**config.mk**
```make
export PLATFORM = sky130hd
export DESIGN_NAME = rdrc_ctrl
export DESIGN_NICKNAME = d
export VERILOG_FILES = /design/src/hdl/rms_dynamic_range_compressor_unit_assert.svh /design/src/hdl/rdrc_pkg.sv /design/src/hdl/rdrc_ctrl.sv
export SDC_FILE = /design/constraint.sdc
export NUM_CORES = 1
export LEC_CHECK = 0
export ABC_AREA = 1
export BUFFER_PORTS_ARGS = -buffer_cell sky130_fd_sc_hd__buf_2
export CAP_MARGIN = 30
export CORE_AREA = 2 2 55 57
export CTS_BUF_LIST = sky130_fd_sc_hd__clkbuf_8 sky130_fd_sc_hd__clkbuf_16
export DETAILED_ROUTE_END_ITERATION = 8
export DIE_AREA = 0 0 57 59
export PLACE_DENSITY = 0.86
export SETUP_SLACK_MARGIN = 0.5
export SLEW_MARGIN = 5
export SYNTH_ARGS = -nofsm -noshare
export SYNTH_HDL_FRONTEND = slang
export SYNTH_SLANG_ARGS = --single-unit
```
**constraint.sdc**
```tcl
create_clock -name i_clk -period 1.65 [get_ports i_clk]
set_input_delay 0.2475 -clock i_clk [delete_from_list [all_inputs] [get_ports i_clk]]
set_output_delay 0.2475 -clock i_clk [all_outputs]
set_load 0.02 [all_outputs]
```
**src/hdl/rms_dynamic_range_compressor_unit_assert.svh**
```systemverilog
// Assertion macros for the RMS compressor unit.
// Included by the top level; relies on i_clk and i_rst_n in the including scope.
`ifndef RMS_DYNAMIC_RANGE_COMPRESSOR_UNIT_ASSERT_SVH
`define RMS_DYNAMIC_RANGE_COMPRESSOR_UNIT_ASSERT_SVH

// Same-cycle implication, checked out of reset.
`define RDRC_ASSERT_NOW(lbl, ante, cons, msg) \
    lbl: assert property (@(posedge i_clk) disable iff (!i_rst_n) (ante) |-> (cons)) \
        else $error(msg);

// Next-cycle implication, checked out of reset.
`define RDRC_ASSERT_NEXT(lbl, ante, cons, msg) \
    lbl: assert property (@(posedge i_clk) disable iff (!i_rst_n) (ante) |=> (cons)) \
        else $error(msg);

`endif

```
**src/hdl/rdrc_pkg.sv**
```systemverilog
// Shared types, constants and constant tables of the RMS compressor unit.
// No dependencies; used by the sequencer, the datapath and the top level.
package rdrc_pkg;

    localparam int LOG_TABLE_ENTRIES = 64;
    localparam int EXP_TABLE_ENTRIES = 64;

    localparam int LOG_IDX_W = $clog2(LOG_TABLE_ENTRIES + 1);
    localparam int EXP_IDX_W = $clog2(EXP_TABLE_ENTRIES + 1);
    localparam int LFN_W     = 32 + $clog2(LOG_TABLE_ENTRIES);
    localparam int EFN_W     = 17 + $clog2(EXP_TABLE_ENTRIES);

    localparam int CFG_IDX_W  = 3;
    localparam int CFG_DATA_W = 24;

    localparam logic [31:0] DB10_PER_LOG2_Q24 = 32'd50504453;
    localparam logic [31:0] LOG2_10_DIV20_Q24 = 32'd2786635;
    localparam logic signed [17:0] FLOOR_LEVEL_Q8 = -18'sd61440;

    localparam logic signed [15:0] THRESHOLD_RST = -16'sd5120;
    localparam logic [15:0]        SLOPE_RST     = 16'd49152;
    localparam logic signed [13:0] MAKEUP_RST    = 14'sd0;
    localparam logic [23:0]        ATTACK_RST    = 24'd16742302;
    localparam logic [23:0]        RELEASE_RST   = 24'd16773721;

    typedef enum logic [CFG_IDX_W-1:0] {
        CFG_THRESHOLD = 3'd0,
        CFG_SLOPE     = 3'd1,
        CFG_MAKEUP    = 3'd2,
        CFG_ATTACK    = 3'd3,
        CFG_RELEASE   = 3'd4
    } t_cfg_idx;

    typedef enum logic [4:0] {
        OP_NOP, OP_LOAD, OP_SQ, OP_MS1, OP_MS2, OP_MS3, OP_NRM, OP_LOG1, OP_LOG2,
        OP_LVL, OP_EXC, OP_RED, OP_TOT, OP_EXP0, OP_EXP1, OP_EXP2, OP_EXP3,
        OP_NUM, OP_MAG, OP_STORE
    } t_dp_op;

    typedef struct packed {
        t_dp_op     op;
        logic [4:0] nrm_amt;
    } t_dp_cmd;

    typedef struct packed {
        logic out_free;
    } t_dp_status;

    typedef logic [LOG_TABLE_ENTRIES:0][31:0] t_log_rom;
    typedef logic [EXP_TABLE_ENTRIES:0][31:0] t_exp_rom;

    function automatic logic [63:0] isqrt64(input logic [63:0] vin);
        logic [63:0] v;
        logic [63:0] r;
        logic [63:0] b;
        int i;
        v = vin;
        r = 64'd0;
        b = 64'd1 << 62;
        for (i = 0; i < 32; i++) begin
            if (b > v) b = b >> 2;
        end
        for (i = 0; i < 32; i++) begin
            if (b != 64'd0) begin
                if (v >= r + b) begin
                    v = v - (r + b);
                    r = (r >> 1) + b;
                end else begin
                    r = r >> 1;
                end
                b = b >> 2;
            end
        end
        return r;
    endfunction

    function automatic logic [31:0] log2_q16(input logic [63:0] xin);
        logic [63:0] x;
        logic [31:0] r;
        int i;
        x = xin;
        r = 32'd0;
        if (x >= (64'd1 << 31)) return 32'd65536;
        for (i = 0; i < 17; i++) begin
            x = (x * x) >> 30;
            r = r << 1;
            if (x >= (64'd1 << 31)) begin
                x = x >> 1;
                r = r | 32'd1;
            end
        end
        return (r + 32'd1) >> 1;
    endfunction

    function automatic logic [31:0] exp2_q30(input logic [23:0] f);
        logic [63:0] root;
        logic [63:0] p;
        int i;
        root = isqrt64(64'd1 << 61);
        p = 64'd1 << 30;
        for (i = 0; i < 24; i++) begin
            if (f[23-i]) p = (p * root + (64'd1 << 29)) >> 30;
            root = isqrt64(root << 30);
        end
        return p[31:0];
    endfunction

    function automatic t_log_rom build_log_rom();
        t_log_rom rom;
        logic [63:0] x;
        int k;
        for (k = 0; k <= LOG_TABLE_ENTRIES; k++) begin
            x = (64'd1 << 30) + ((64'(k) << 30) / LOG_TABLE_ENTRIES);
            rom[k] = log2_q16(x);
        end
        return rom;
    endfunction

    function automatic t_exp_rom build_exp_rom();
        t_exp_rom rom;
        logic [63:0] f;
        int k;
        for (k = 0; k <= EXP_TABLE_ENTRIES; k++) begin
            f = (64'(k) << 24) / EXP_TABLE_ENTRIES;
            if (k == EXP_TABLE_ENTRIES) rom[k] = 32'd1 << 31;
            else rom[k] = exp2_q30(f[23:0]);
        end
        return rom;
    endfunction

    localparam t_log_rom LOG_ROM = build_log_rom();
    localparam t_exp_rom EXP_ROM = build_exp_rom();

endpackage

```
**src/hdl/rdrc_ctrl.sv**
```systemverilog
// Sequencer of the compressor: steps the datapath through one sample.
// Depends on rdrc_pkg.
module rdrc_ctrl (
    input  logic                i_clk,
    input  logic                i_rst_n,
    input  logic                i_in_valid,
    output logic                o_in_ready,
    input  rdrc_pkg::t_dp_status i_st,
    output rdrc_pkg::t_dp_cmd   o_cmd
);
    import rdrc_pkg::*;

    typedef enum logic [22:0] {
        S_IDLE = 23'd1 << 0,  S_SQ   = 23'd1 << 1,  S_MS1  = 23'd1 << 2,
        S_MS2  = 23'd1 << 3,  S_MS3  = 23'd1 << 4,  S_N16  = 23'd1 << 5,
        S_N8   = 23'd1 << 6,  S_N4   = 23'd1 << 7,  S_N2   = 23'd1 << 8,
        S_N1   = 23'd1 << 9,  S_LOG1 = 23'd1 << 10, S_LOG2 = 23'd1 << 11,
        S_LVL  = 23'd1 << 12, S_EXC  = 23'd1 << 13, S_RED  = 23'd1 << 14,
        S_TOT  = 23'd1 << 15, S_EXP0 = 23'd1 << 16, S_EXP1 = 23'd1 << 17,
        S_EXP2 = 23'd1 << 18, S_EXP3 = 23'd1 << 19, S_NUM  = 23'd1 << 20,
        S_MAG  = 23'd1 << 21, S_OUT  = 23'd1 << 22
    } t_state;

    t_state r_state;
    t_state n_state;

    assign o_in_ready = (r_state == S_IDLE);

    always_comb begin
        n_state       = r_state;
        o_cmd.op      = OP_NOP;
        o_cmd.nrm_amt = 5'd0;
        case (r_state)
            S_IDLE: begin
                if (i_in_valid) begin
                    o_cmd.op = OP_LOAD;
                    n_state  = S_SQ;
                end
            end
            S_SQ:   begin o_cmd.op = OP_SQ;   n_state = S_MS1; end
            S_MS1:  begin o_cmd.op = OP_MS1;  n_state = S_MS2; end
            S_MS2:  begin o_cmd.op = OP_MS2;  n_state = S_MS3; end
            S_MS3:  begin o_cmd.op = OP_MS3;  n_state = S_N16; end
            S_N16:  begin o_cmd.op = OP_NRM; o_cmd.nrm_amt = 5'd16; n_state = S_N8; end
            S_N8:   begin o_cmd.op = OP_NRM; o_cmd.nrm_amt = 5'd8;  n_state = S_N4; end
            S_N4:   begin o_cmd.op = OP_NRM; o_cmd.nrm_amt = 5'd4;  n_state = S_N2; end
            S_N2:   begin o_cmd.op = OP_NRM; o_cmd.nrm_amt = 5'd2;  n_state = S_N1; end
            S_N1:   begin o_cmd.op = OP_NRM; o_cmd.nrm_amt = 5'd1;  n_state = S_LOG1; end
            S_LOG1: begin o_cmd.op = OP_LOG1; n_state = S_LOG2; end
            S_LOG2: begin o_cmd.op = OP_LOG2; n_state = S_LVL; end
            S_LVL:  begin o_cmd.op = OP_LVL;  n_state = S_EXC; end
            S_EXC:  begin o_cmd.op = OP_EXC;  n_state = S_RED; end
            S_RED:  begin o_cmd.op = OP_RED;  n_state = S_TOT; end
            S_TOT:  begin o_cmd.op = OP_TOT;  n_state = S_EXP0; end
            S_EXP0: begin o_cmd.op = OP_EXP0; n_state = S_EXP1; end
            S_EXP1: begin o_cmd.op = OP_EXP1; n_state = S_EXP2; end
            S_EXP2: begin o_cmd.op = OP_EXP2; n_state = S_EXP3; end
            S_EXP3: begin o_cmd.op = OP_EXP3; n_state = S_NUM; end
            S_NUM:  begin o_cmd.op = OP_NUM;  n_state = S_MAG; end
            S_MAG:  begin o_cmd.op = OP_MAG;  n_state = S_OUT; end
            S_OUT: begin
                if (i_st.out_free) begin
                    o_cmd.op = OP_STORE;
                    n_state  = S_IDLE;
                end
            end
            default: n_state = S_IDLE;
        endcase
    end

    always_ff @(posedge i_clk) begin
        if (!i_rst_n) begin
            r_state <= S_IDLE;
        end else begin
            r_state <= n_state;
        end
    end
endmodule

```
==> flow_summary.ini, run 1 <==
[status]
outcome = aborted with a tool error
haltStage = global routing (5_1_grt)
first-error = [ERROR DPL-0038] Utilization greater than 100%, impossible to legalize

[logic_synthesis]
netlist_instances = 229
synth_top_area_cell = dfxtp_1
ys_dominant_reg_cell = dfxtp_1
synth_area_per_cell_um2 = 6.72
synth.most_common_cell = nor2_1
synth-edff-count = 0
synth_commonest_cells = nor2_1, nand2_1, inv_1
synth.distinct_cells = 28
yosysSeqAreaShare = 0.299
yosysWarnings = 0
synth_nets = 233
synthesis.area_mm2 = 0.00154
yosys_register_bits = 23
async_flop_share = 0
synth_area_leaders = dfxtp_1, nand3_1, nor2_1
synth_top_area_share = 0.299

[sta]
grt_repair_worst_endpoint = o_cmd[7]
worstEpCategory = top-level output

[placement]
dp_slack_ns = -0.101
dp_cells = 314
dpl_cell_area_mm2 = 0.00204
io_buffers = 14
dp_hpwl_um = 3370
place.gp.congestion = 0.950

[floorplanning]
std_cell_rows = 19
fp.dieW_um = 57
io_pins = 15
fp.dieH_um = 59
initial_core_util = 0.568

[clock_network]
cts_buffers = 3
clock_sink_count = 23
cts_max_level = 1
root_buffer = clkbuf_8
cts_hold_buffers = 0
cts_max_path_buffers = 2

[global_routing]
grt_max_degree = 17
-- cell families after synthesis --
kind of cell,share of synthesized area
buffers and inverters,0.149
DFF,0.299
AOI/OAI and AO/OA,0.0203
and+or+nand+nor,0.532
-- through the flow --
step | TNS, ns | hold slack, ns | utilization
4_1_cts | -6.44 | 0.363 | 0.923
3_5_place_dp | -0.242 | 0.619 | 0.754
3_3_place_gp | -0.0283 | 0.615 | 0.754
2_1_floorplan | 0 | 0.456 | -
-- what timing repair did --
action	in CTS
endpoints found under the setup margin	34
pin swaps	19
setup buffers	14
gates resized for setup	84
cloned	4
==> run 2: changes to the inputs <==
- CORE_AREA: 2 2 55 57 -> 2 2 66 68
- CTS_BUF_LIST: sky130_fd_sc_hd__clkbuf_8 sky130_fd_sc_hd__clkbuf_16 -> default
- DIE_AREA: 0 0 57 59 -> 0 0 68 70
- PLACE_DENSITY: 0.86 -> default
- PLACE_DENSITY_LB_ADDON: default -> 0.15
- SETUP_SLACK_MARGIN: 0.5 -> default
==> run 2 against run 1 <==
  * Area after synthesis stayed put
  * Synthesized cell count did not move
  * The flow now finishes, with violations (setup timing)
==> flow_summary.ini, run 2 <==
[status]
outcome = complete, but fails checks
violations = setup timing

[logic_synthesis]
yosys_register_bits = 23
synth_commonest_cells = nor2_1, nand2_1, inv_1
synth_nets = 233
synth.most_common_cell = nor2_1
synthesis.area_mm2 = 0.00154
yosysWarnings = 0
netlist_instances = 229
synth_area_leaders = dfxtp_1, nand3_1, nor2_1
synth_top_area_cell = dfxtp_1
yosysSeqAreaShare = 0.299
synth_area_per_cell_um2 = 6.72
synth-edff-count = 0
synth_top_area_share = 0.299
async_flop_share = 0
synth.distinct_cells = 28
ys_dominant_reg_cell = dfxtp_1

[worst_setup_path]
worstPathRequired_ns = 1.40
regToRegStartpoint = r_state[13]
r2r_setup_slack_ns = -0.24
r2r.worst_path.cells = 13
cp_max_fo = 2
reg2reg_to = r_state[0]
crit_path_end_kind = output port
startpoint_type = register
cp.arrival_ns = 1.71
path_class = register to output port

[global_routing]
grt_max_degree = 19
gr-total-overflow = 0
first_global_vias = 1528
grt_pass1_wl_um = 6510
track_usage = 0.179
antenna_found_initial = 0

[final_layout]
layout_commonest_cell = buf_4
final_nets = 315
drive_gt1_frac = 0.623
reg.largest.list = r_state (23)
layout_common_cells = buf_4, nor2_1, inv_1
top_register = r_state
largest_reg_flops = 23
fillers = 386
diodes = 0
syn_to_final_growth_pct = 63.6

[clock_network]
cts_buffers = 3
cts_max_level = 1
clock_sink_count = 23
cts_tree = built
root_buffer = clkbuf_8
cts_max_path_buffers = 2
insertion_delay_ns = 0.26
cts_hold_buffers = 0
clk_pin_slew_ns = 0.08

[floorplanning]
fp.dieW_um = 68
std_cell_rows = 24
io_pins = 15
fp.dieH_um = 70
die-area_mm2 = 0.00476
core-area_mm2 = 0.00414
initial_core_util = 0.371

[power]
peakVddDrop_uv = 369
p_sw_uw = 500
combPwrFrac = 0.373
pwr-share-clk = 0.239
leakagePower_nw = 1.35
p_total_mw = 1.49
p_int_uw = 991
seqPwrFrac = 0.389
power.density_mw_per_mm2 = 592
switching_share = 0.336

[routing]
ant_nets = 0
drcViolationCount = 0
drt_pass1_iterations = 4
vias = 1685
via_per_inst = 4.65
drt-total-wl_um = 4450
drtIter0Drc = 55
wl_per_cell_um = 12.3

[sta]
fin_skew_ns = 0.00272
min_period_ns = 1.95
final.setup.worst_slack_ns = -0.303
finalSetupTns_ns = -5.11
setup_viol = 33
slew_violations = 0
slew_headroom = 0.733
rsz0062_at_grt = yes
clock.fmax_mhz = 512
period_share = 1.18
worstMarginPinSlew_ns = 0.396
finalHoldViolCount = 0

[run]
cap_viol_max_count = 0

[min_path]
hp-start = i_in_valid
whs_path_depth = 3
min_path_type = input pin to register
hold_path_end = r_state[1]

[placement]
dp_hpwl_um = 3020
io_buffers = 14
place.gp.congestion = 0.810
## run 2: cell counts after synthesis
Identical to the previous run, type by type.
## run 2: area by class of cell
| class | instances | area (um2) | share of cell area |
|---|---|---|---|
| Sequential cell | 23 | 487 | 0.193 |
| Timing Repair inverter | 1 | 11.3 | 0.00447 |
| Tap cell | 52 | 65.1 | 0.0258 |
| Clock buffer | 4 | 45.0 | 0.0179 |
| Multi-Input combinational cell | 155 | 1040 | 0.412 |
| Inverter | 45 | 186 | 0.0741 |
| Timing Repair Buffer | 82 | 687 | 0.273 |
## run 2: metal layers
metal / track usage / vias up / share of wire
met4: 0.0533 / 0 / 0.010
met2: 0.282 / 20 / 0.50
met5: 0 / - / 0
li1: - / 877 / -
met1: 0.255 / 784 / 0.47
met3: 0.0193 / 4 / 0.023
## run 2: metrics by stage
stage | worst slack, ns | util | hold slack [ns] | area (um2) | instances
after global placement | -0.0329 | 0.485 | 0.610 | 2010 | 340
final | -0.303 | 0.607 | 0.336 | 2520 | 362
after global routing | -0.409 | 0.607 | 0.335 | 2520 | 362
after CTS | -0.289 | 0.535 | 0.315 | 2220 | 350
after floorplan | 0.00196 | - | 0.462 | 1550 | 229
after detailed placement | -0.0664 | 0.485 | 0.606 | 2010 | 340
## run 2: critical path: stages, from the launching register on
cell,delay (ns)
dfxtp_2,0.34
nor2_4,0.11
nand2_2,0.08
buf_4,0.13
buf_4,0.13
nor2_1,0.13
nand3_1,0.12
nand2_1,0.12
nor2_1,0.05
nand2_1,0.08
buf_4,0.14
## run 2: repair_timing
action                     in CTS  in global routing
setup buffers                   6                 11
gates cloned                    0                  1
resized for setup              42                 69
setup endpoints to repair      11                 33
pin swaps                      18                 14
## run 2: worst max-delay path by stage
stage                     slack, ns  depth (start not counted)  endpoint        start
after floorplan               0.002                         10  o_cmd[7]  r_state[16]
after global placement        -0.03                          9  o_cmd[5]  r_state[14]
after detailed placement      -0.07                         10  o_cmd[7]  r_state[22]
after CTS                     -0.29                         10  o_cmd[7]   r_state[1]
after global routing          -0.41                         10  o_cmd[7]   r_state[6]
final                         -0.30                         10  o_cmd[8]  r_state[13]
## run 2: kinds of logic after synthesis
group,synth area share
and+or+nand+nor,0.532
buffers and inverters,0.149
DFF,0.299
AOI/OAI and AO/OA,0.0203
## run 2: power groups by stage
stage / Clock [mW] / Combinational (mW) / Sequential (mW)
CTS: 0.370 / 0.444 / 0.575
global placement: 0 / 0.375 / 0.586
floorplan: 0 / 0.256 / 0.585
detailed placement: 0 / 0.376 / 0.587
finish: 0.356 / 0.556 / 0.579
global route: 0.385 / 0.590 / 0.581
Note: power is estimated with default switching activity, not from simulation.
==> run 3: changes to the inputs <==
- CELL_PAD_IN_SITES_DETAIL_PLACEMENT: default -> 1
- CELL_PAD_IN_SITES_GLOBAL_PLACEMENT: default -> 1
==> run 3 against run 2 <==
  * The flow still finishes with violations (setup timing)
  * Highest routed layer unchanged
  * First-iteration DRC count grew 84%
  * Critical path depth did not move
  * Combinational power is 22% higher
==> flow_summary.ini, run 3 (synthesized netlist as in run 2, its figures left out) <==
[sta]
period_share = 1.31
finalSetupTns_ns = -8.43
setup_viol = 33
slew_violations = 0
finalHoldViolCount = 0
final.setup.worst_slack_ns = -0.509
min_period_ns = 2.16
fin_skew_ns = 0.00581
worstMarginPinSlew_ns = 0.360
clock.fmax_mhz = 463
rsz0062_at_grt = yes
slew_headroom = 0.757
whs_ns = 0.308

[final_layout]
layout_common_cells = buf_4, nor2_1, buf_6
top_register = r_state
instances_no_fill = 368
finalInstanceArea_mm2 = 0.00266
diodes = 0
largest_reg_flops = 23
fillers = 503
layout_commonest_cell = buf_4
final_nets = 321
reg.largest.list = r_state (23)
final_core_util = 0.641
drive_gt1_frac = 0.639
syn_to_final_growth_pct = 72.7

[routing]
met1_length_um = 3090
ant_nets = 0
top_layer = met4
wl_per_cell_um = 20.2
wl_met2_um = 3740
drt-total-wl_um = 7440
drcViolationCount = 0
met3RoutedLength_um = 304
drt_pass1_iterations = 4
vias = 1969
drtIter0Drc = 101
via_per_inst = 5.35

[global_routing]
grt_max_degree = 13
grt_pass1_wl_um = 10500
track_usage = 0.295
antenna_found_initial = 0
first_global_vias = 2046
gr-total-overflow = 0

[worst_setup_path]
crit_chain = nor2_4, nand2_2, nor2_4, buf_6, buf_6, nand3_4, nand2_4, nor4_2, nand2_1, buf_6
startpoint_type = register
worstPathBufferInverterCount = 3
worstPathRequired_ns = 1.40
crit_slowest_cell = dfxtp_2
reg2reg_to = r_state[0]
path_class = register to output port
crit_path_end_kind = output port
r2r_setup_slack_ns = -0.25
cp.arrival_ns = 1.91
r2r.worst_path.cells = 13
cpMostUsedCell = buf_6
cp_max_fo = 3
critPathTopFamily = simple AND/OR/NAND/NOR gates
critPathMaxStageDelay_ns = 0.37
regToRegStartpoint = r_state[6]

[clock_network]
cts_tree = built
root_buffer = clkbuf_8
insertion_delay_ns = 0.29
clk_pin_slew_ns = 0.09
cts_max_level = 1
clock_sink_count = 23
cts_buffers = 3
cts_max_path_buffers = 2

[floorplanning]
fp.dieH_um = 70
core-area_mm2 = 0.00414
fp.dieW_um = 68
die-area_mm2 = 0.00476
io_pins = 15
initial_core_util = 0.371
std_cell_rows = 24

[min_path]
hold_path_end = r_state[6]
min_path_type = input pin to register
hp-start = i_rst_n
whs_path_depth = 3

[status]
violations = setup timing
outcome = complete, but fails checks

[placement]
dp_hpwl_um = 3620
dp_slack_ns = -0.240
dp_cells = 343
place.gp.congestion = 0.808
dpl_cell_area_mm2 = 0.00203
io_buffers = 14

[power]
power.density_mw_per_mm2 = 622
p_total_mw = 1.65
leakagePower_nw = 1.41
peakVddDrop_uv = 336

[run]
cap_viol_max_count = 0
==> run 3: cell count changes in the layout (fill, tap and decap cells not counted), sizes merged <==
cell and change:
inv +2, clkinv -1, buf +5
==> run 3: tightest hold or removal path: stages <==
cell and delay [ns]:
buf_2 0.19, nand3_2 0.11, inv_2 0.03
==> run 3: worst max path at each step <==
stage                     slack (ns)       end         from  cells after the start
after floorplan                0.002  o_cmd[7]  r_state[16]                     10
after global placement         -0.09  o_cmd[7]   r_state[7]                     10
after detailed placement       -0.24  o_cmd[7]   r_state[7]                     10
after CTS                      -0.34  o_cmd[6]   r_state[5]                     10
after global routing           -0.57  o_cmd[6]   r_state[7]                     10
final                          -0.51  o_cmd[6]   r_state[6]                     10
==> run 3: final cells by class <==
cell class / count / area (um2) / share of cell area
tap: 52 / 65.1 / 0.0245
clock buffer: 4 / 45.0 / 0.0169
sequential: 23 / 482 / 0.181
timing repair inverter: 2 / 20.0 / 0.00753
timing repair buffer: 87 / 752 / 0.283
inverter: 45 / 194 / 0.0730
multi-input combinational: 155 / 1100 / 0.414
==> run 3: metal layers <==
layer / vias up / GRT usage
li1: 896 / -
met4: 0 / 0.104
met1: 970 / 0.385
met5: - / 0
met2: 74 / 0.492
met3: 29 / 0.0322
==> run 3: repair_timing <==
action                                  4_1_cts  5_1_grt
pin swaps                                    16       20
resized for setup                            75       56
hold buffers                                  0        0
gates cloned                                  2        0
endpoints found under the setup margin       25       33
buffers inserted                             14        8
==> run 3: power breakdown <==
| group | internal [mW] | switching (mW) |
|---|---|---|
| combinational | 0.283 | 0.396 |
| sequential | 0.567 | 0.0106 |
| clock | 0.174 | 0.222 |
